`src/hw/rtl/crp_pkg.sv`:
```
package crp_pkg;

   // pseudo palette length, fixed for every depth but 8 bpp
   localparam int unsigned PSEUDO_DEPTH = 16;

   localparam int unsigned COLOR_W = 16;
   localparam int unsigned DAC_W   = 6;
   localparam int unsigned PACK_W  = 32;
   localparam int unsigned SHIFT_W = 5;
   localparam int unsigned DEPTH_W = 3;
   localparam int unsigned CSR_W   = 2;

   // depth mode codes
   localparam logic [DEPTH_W-1:0] DEPTH_8BPP  = 3'd0;
   localparam logic [DEPTH_W-1:0] DEPTH_15BPP = 3'd1;
   localparam logic [DEPTH_W-1:0] DEPTH_16BPP = 3'd2;
   localparam logic [DEPTH_W-1:0] DEPTH_24BPP = 3'd3;
   localparam logic [DEPTH_W-1:0] DEPTH_32BPP = 3'd4;

   // register indexes
   localparam logic [CSR_W-1:0] CSR_DEPTH_MODE  = 2'd0;
   localparam logic [CSR_W-1:0] CSR_RED_SHIFT   = 2'd1;
   localparam logic [CSR_W-1:0] CSR_GREEN_SHIFT = 2'd2;
   localparam logic [CSR_W-1:0] CSR_BLUE_SHIFT  = 2'd3;

   // red shift that selects 1:5:5:5 packing
   localparam logic [SHIFT_W-1:0] SHIFT_555 = 5'd10;

   localparam logic ACTION_WRITE = 1'b0;
   localparam logic ACTION_READ  = 1'b1;

   typedef struct packed {
      logic [DEPTH_W-1:0] depth_mode;
      logic [SHIFT_W-1:0] red_shift;
      logic [SHIFT_W-1:0] green_shift;
      logic [SHIFT_W-1:0] blue_shift;
   } crp_cfg_type;

   typedef struct packed {
      logic               is_read;
      logic               bad;
      logic               hit;
      logic [COLOR_W-1:0] red;
      logic [COLOR_W-1:0] green;
      logic [COLOR_W-1:0] blue;
   } crp_stage_type;

   typedef struct packed {
      logic               bad_index;
      logic [COLOR_W-1:0] red_out;
      logic [COLOR_W-1:0] green_out;
      logic [COLOR_W-1:0] blue_out;
      logic               packed_valid;
      logic [PACK_W-1:0]  packed_word;
      logic               dac_valid;
      logic [DAC_W-1:0]   dac_red;
      logic [DAC_W-1:0]   dac_green;
      logic [DAC_W-1:0]   dac_blue;
   } crp_result_type;

endpackage

```
`src/hw/rtl/crp_pack.sv`:
```
module crp_pack
   import crp_pkg::*;
(
   input  crp_cfg_type                cfg,
   input  crp_stage_type              stage,
   input  logic [3*COLOR_W-1:0]       rd_data,
   output crp_result_type             result
);
   logic [PACK_W-1:0] hi_word;
   logic [PACK_W-1:0] true_word;

   always_comb begin
      if (cfg.red_shift == SHIFT_555) begin
         hi_word = {17'd0, stage.red[15:11], stage.green[15:11], stage.blue[15:11]};
      end else begin
         hi_word = {16'd0, stage.red[15:11], stage.green[15:10], stage.blue[15:11]};
      end
      // bits past the top are dropped by the shift
      true_word = (PACK_W'(stage.red[15:8])   << cfg.red_shift)
                | (PACK_W'(stage.green[15:8]) << cfg.green_shift)
                | (PACK_W'(stage.blue[15:8])  << cfg.blue_shift);
   end

   always_comb begin
      result = '0;
      if (stage.bad) begin
         result.bad_index = 1'b1;
      end else if (stage.is_read) begin
         // never written entries read as zero
         if (stage.hit) begin
            result.red_out   = rd_data[3*COLOR_W-1:2*COLOR_W];
            result.green_out = rd_data[2*COLOR_W-1:COLOR_W];
            result.blue_out  = rd_data[COLOR_W-1:0];
         end
      end else begin
         unique case (cfg.depth_mode)
            DEPTH_8BPP: begin
               result.dac_valid = 1'b1;
               result.dac_red   = stage.red[15:10];
               result.dac_green = stage.green[15:10];
               result.dac_blue  = stage.blue[15:10];
            end
            DEPTH_15BPP, DEPTH_16BPP: begin
               result.packed_valid = 1'b1;
               result.packed_word  = hi_word;
            end
            DEPTH_24BPP, DEPTH_32BPP: begin
               result.packed_valid = 1'b1;
               result.packed_word  = true_word;
            end
            default: begin
               // unused depth codes only update the palette
               result.packed_valid = 1'b0;
            end
         endcase
      end
   end
endmodule

```
`config.mk`:
```
export PLATFORM = sky130hd
export DESIGN_NAME = crp_pack
export DESIGN_NICKNAME = d
export VERILOG_FILES = /design/src/hw/rtl/crp_pkg.sv /design/src/hw/rtl/crp_pack.sv
export SDC_FILE = /design/constraint.sdc
export NUM_CORES = 1
export LEC_CHECK = 0
export BUFFER_PORTS_ARGS = -buffer_cell sky130_fd_sc_hd__buf_2
export CAP_MARGIN = 30
export CORE_ASPECT_RATIO = 1.4
export CORE_MARGIN = 5
export CORE_UTILIZATION = 40
export DETAILED_ROUTE_END_ITERATION = 6
export GPL_ROUTABILITY_DRIVEN = 0
export GPL_TIMING_DRIVEN = 0
export PLACE_DENSITY = 0.78
export SETUP_SLACK_MARGIN = 0.02
export SKIP_LAST_GASP = 1
export SLEW_MARGIN = 40
export SYNTH_ARGS = -nofsm -noshare
export SYNTH_HDL_FRONTEND = slang
export SYNTH_SLANG_ARGS = --single-unit
```
`constraint.sdc`:
```
create_clock -name vclk -period 3.9
set_clock_uncertainty 0.2 [all_clocks]
set_input_delay 0.585 -clock vclk [all_inputs]
set_output_delay 0.585 -clock vclk [all_outputs]
set_load 0.02 [all_outputs]
```
==> flow_summary.ini, run 1 <==
[worst_setup_path]
cp_top_family = multiplexers
start_kind = input pin
cpMaxStageDelayCell = mux2i_1
arrival_ns = 2.81
critPathMaxStageDelay_ns = 0.53
worstPathCellList = buf_6 > buf_2 > mux2_2 > mux2i_1 > o21ai_0 > a222oi_1 > o22ai_1 > buf_2
path_max_fanout = 10
crit_buf_inv = 3
crit_type = in -> out
cp_common_cell = buf_2
crit_required_ns = 3.12
worstSetupEndpointType = output pin

[synth]
synthCells = 469
synthMuxAreaShare_pct = 23.7
syn_area_per_cell_sq_um = 6.69
synth_nets = 586
synth.top_cell.area_share_pct = 13.8
ys_top_cells_by_area = and2_1 14%, mux4_2 7.9%, mux2_2 7.5%, nand2_1 6.3%, mux2i_1 6.1%
synth_top_family_by_area = simple AND/OR/NAND/NOR gates
synth_xor_area_share_pct = 0.559
synth_compound_area_share_pct = 28.0
post_synth_instance_area_sq_um = 3140
yosysMostFrequentCell = and2_1
yosysUniqueCellTypes = 57
synth_top_cell_by_area = and2_1
yosys.area_share.simple_pct = 40.5
yosys_warnings = 0
ys_seq_area_share_pct = 0
synthAdderAreaFrac_pct = 0
synth.cells.most_frequent = 69 x and2_1, 53 x nand2_1, 29 x nor2_1, 26 x o21ai_0, 23 x clkbuf_1

[power_and_ir_drop]
p_leak_nw = 2.03
ir_worst_vdd_v = 0.0000496
powerDensity_nw_per_um2 = 109

[die]
core_area_sq_um = 7700
die_area_sq_um = 9730
ioPinCount = 218
start_util_pct = 40.7
die_h_um = 115
die_w_um = 84.8
rows = 38

[grt]
grt_pass1_wl_um = 23100
grt_max_degree = 11
grt_pass1_vias = 4528
antenna_found_initial = 0
grt_usage_pct = 29.2
overflow = 0

[clocking]
post_cts_buffers = 0
cts_hold_buf = 0
ctsResizeCount = 0

[sta]
fin_setup_tns_ns = 0
drv_slew = 0
period_needed_ns = 3.60
setup_viol = 0
final.period_utilization_pct = 92.2
hold_viol = 0
worst_hold_slack_ns = 1.29
fmax_mhz = 278
slew_headroom_pct = 52.6
tightest_slew_ns = 0.691
rsz0062_at_grt = no

[finish]
layout-drive-gt1-share_pct = 36.7
clockBufferCount = 0
seq_cells = 0
areaGrowthSynthToFinish_pct = 34.3
antenna_cells = 0
fillers = 806
multi_input_area_sq_um = 2920
seqCellArea_sq_um = 0
fin_nets = 775

[outcome]
status = complete, no violations

[flow_run]
cap_violations = 0

[route]
wire_per_inst_um = 20.1
vias = 4735
drcViolationCount = 0
first_pass_iters = 7
ant_nets = 0
wirelength_um = 15200
initialDrtViolationCount = 769
via_per_inst = 6.26

[placement]
dp_hpwl_um = 12700
numPortBuffers = 187

[min_path]
hp-class = in -> out
logic make-up after synthesis:
family                    Yosys count
AOI/OAI and AO/OA                 126
xor gates and xnor gates            2
buffers and inverters              50
muxes                              55
and+or+nand+nor                   236
layout by cell type, fill, tap and decap left out, types with 2 or more instances in the layout:
cell and instances:
buf_2 197, and2_1 69, nand2_1 53, nor2_1 29, o21ai_0 26, clkbuf_1 23, mux2_2 21, nor2b_1 21
mux2i_1 19, nand3_1 19, nor3_1 15, a22oi_1 15, a21oi_1 14, mux4_2 11, inv_1 10, o22ai_1 10
a31oi_1 9, o221ai_1 9, nand2b_1 8, o211ai_1 6, a211oi_1 6, nand3b_1 4, a2bb2oi_1 4, a22o_1 4
a222oi_1 4, buf_4 3, and3b_1 3, o31ai_1 3, or3_1 3, buf_6 2, nand4b_1 2, mux2_4 2
a221oi_1 2, nor4_1 2, a2111oi_0 2, nor3b_1 2, a32oi_1 2, o21ai_1 2
worst paths after layout:
check	startpoint	end	slack, ns	cells after the start
setup / recovery	cfg[10]	result[25]	0.30	8
hold / removal	rd_data[4]	result[56]	1.29	3
through the flow:
stage	cells	total power, W	util [%]	setup slack (ns)	instance area [sq um]
CTS	756	0.000442	54.6	0.591	4210
detailed placement	756	0.000440	54.6	0.592	4210
global route	756	0.000488	54.7	0.212	4210
finish	756	0.000458	54.7	0.304	4210
floorplan	469	0.000278	-	1.05	3140
global placement	756	0.000432	54.5	0.603	4200
layer usage:
metal	global-route usage, %	up-vias	part of all wire [%]
met5	0	-	0
met4	13.0	0	7.0
met3	7.38	118	13
met2	51.3	412	47
met1	33.2	2075	33
li1	-	2130	-
power breakdown:
part,total (W),leakage [nW],switching [W],internal (W)
Sequential,0,0,0,0
Combinational,0.000458,2.03,0.000281,0.000176
Clock,0,0,0,0
final cells by class:
type	count	area share (%)
Timing Repair Buffer	187	22.2
Inverter	11	0.981
Multi-Input combinational cell	419	69.4
Tap cell	100	2.97
Buffer	39	4.40
No activity file was read; power rests on OpenSTA's default activity.
==> run 2: changes to the inputs <==
--- a/config.mk
+++ b/config.mk
@@ -5,6 +5,7 @@
 export SDC_FILE = /design/constraint.sdc
 export NUM_CORES = 1
 export LEC_CHECK = 0
+export ABC_AREA = 1
 export BUFFER_PORTS_ARGS = -buffer_cell sky130_fd_sc_hd__buf_2
 export CAP_MARGIN = 30
 export CORE_ASPECT_RATIO = 1.4
==> flow_summary.ini, run 2 <==
[grt]
met1_usage_pct = 31.4
grtUsageMet2_pct = 50.8
antenna_found_initial = 0
busiest_layer = met2
overflow = 0
met3_usage_pct = 6.26
grt_usage_pct = 28.1
grt_pass1_wl_um = 22600
grt_max_degree = 11
grt_pass1_vias = 4826

[synth]
yosysMostFrequentCell = nand3_1
ys_top_cells_by_area = nand3_1 32%, nand2_1 22%, nor2_1 12%, inv_1 11%, o21ai_0 4.8%
synth_nets = 823
post_synth_instance_area_sq_um = 3100
yosysUniqueCellTypes = 22
synth.cells.most_frequent = 199 x nand3_1, 183 x nand2_1, 99 x nor2_1, 93 x inv_1, 30 x o21ai_0
syn_area_per_cell_sq_um = 4.39
synth.top_cell.area_share_pct = 32.1
synth_top_cell_by_area = nand3_1
synthCells = 706
yosys_warnings = 0
ys_seq_area_share_pct = 0

[route]
drcViolationCount = 0
wirelength_um = 14700
vias = 5431
wire_per_inst_um = 14.7
ant_nets = 0
via_per_inst = 5.45
initialDrtViolationCount = 663
first_pass_iters = 6

[min_path]
hp-class = in -> out

[worst_setup_path]
worstSetupEndpointType = output pin
crit_required_ns = 3.12
arrival_ns = 2.18
start_kind = input pin
crit_start = stage[49]
path_max_fanout = 8
crit_path_end = result[20]
crit_type = in -> out

[finish]
layout-drive-gt1-share_pct = 24.9
multi_input_area_sq_um = 2500
areaGrowthSynthToFinish_pct = 34.7
seqCellArea_sq_um = 0
antenna_cells = 0
seq_cells = 0
instances_no_fill = 996
clockBufferCount = 0
fillers = 885
final_common_cell = buf_2
fin_nets = 1015
mostFrequentLayoutCells = 203 x buf_2, 199 x nand3_1, 183 x nand2_1

[power_and_ir_drop]
powerDensity_nw_per_um2 = 112
p_leak_nw = 2.82
ir_worst_vdd_v = 0.0000472

[placement]
dp_hpwl_um = 12300
numPortBuffers = 190
dpl.cell_count = 996
preCtsSetupSlack_ns = 1.01

[sta]
period_needed_ns = 2.97
setup_ws_ns = 0.931
fmax_mhz = 337
setup_viol = 0
slew_headroom_pct = 68.8
tightest_slew_ns = 0.468
hold_viol = 0
final.period_utilization_pct = 76.1
drv_slew = 0
worst_hold_slack_ns = 1.28
rsz0062_at_grt = no
fin_setup_tns_ns = 0

[die]
die_area_sq_um = 9640
core_area_sq_um = 7650
start_util_pct = 40.5
ioPinCount = 218
die_w_um = 84.4
die_h_um = 114
rows = 38

[clocking]
ctsResizeCount = 0
post_cts_buffers = 0
cts_hold_buf = 0

[outcome]
status = complete, no violations

[flow_run]
cap_violations = 0
run 2: cell count changes in the layout (fill, tap and decap cells not counted), moves of 11 or more:
cell      previous run  this run
nand3_1             19       199
nand2_1             53       183
inv_1               10        93
nor2_1              29        99
and2_1              69         0
mux2_2              21         0
nor2b_1             21         0
mux2i_1             19         0
a22oi_1             15         0
nand4_1              0        15
clkbuf_1            23        12
mux4_2              11         0
run 2: metal layers:
metal	share of wire, %	vias up
met3	12	69
met5	0	-
met1	35	2282
met2	47	411
li1	-	2669
met4	5.8	0
run 2: report_power, final:
group          internal (W)  switching [W]
clock network             0              0
registers                 0              0
logic              0.000153       0.000314
total              0.000153       0.000314
run 2: how the worst min path moves through the flow:
stage | start | endpoint | slack [ns] | cells after the start
4_1_cts | rd_data[19] | result[71] | 1.28 | 4
2_1_floorplan | stage[49] | result[100] | 1.08 | 1
6_report | rd_data[19] | result[71] | 1.28 | 4
3_3_place_gp | rd_data[18] | result[70] | 1.28 | 4
5_1_grt | rd_data[0] | result[52] | 1.29 | 4
3_5_place_dp | rd_data[19] | result[71] | 1.28 | 4
run 2: stage by stage:
step / utilization [%] / power (W) / cell area [sq um]
final: 54.6 / 0.000467 / 4180
after global placement: 54.6 / 0.000450 / 4180
after floorplan: - / 0.000295 / 3100
after global routing: 54.6 / 0.000514 / 4180
after CTS: 54.6 / 0.000454 / 4180
after detailed placement: 54.6 / 0.000452 / 4180
run 2: layout make-up:
class	count	share of cell area [%]
buffer	40	4.97
inverter	103	9.31
multi-input combinational	563	60.0
tap	100	2.99
timing repair buffer	190	22.8
run 2: cells by family (layout without fill, tap and decap cells):
logic type / Yosys count / after routing / share of synthesized area [%]
buffers and inverters: 143 / 333 / 19.2
AND/OR/NAND/NOR: 507 / 507 / 71.6
AO/OA/AOI/OAI: 56 / 56 / 9.12
run 2: worst max-delay path, stage by stage:
cell and delay, ns:
buf_2 0.14, nor2_1 0.26, nand2_1 0.31, inv_1 0.34
o21ai_0 0.22, o21ai_0 0.12, buf_2 0.19
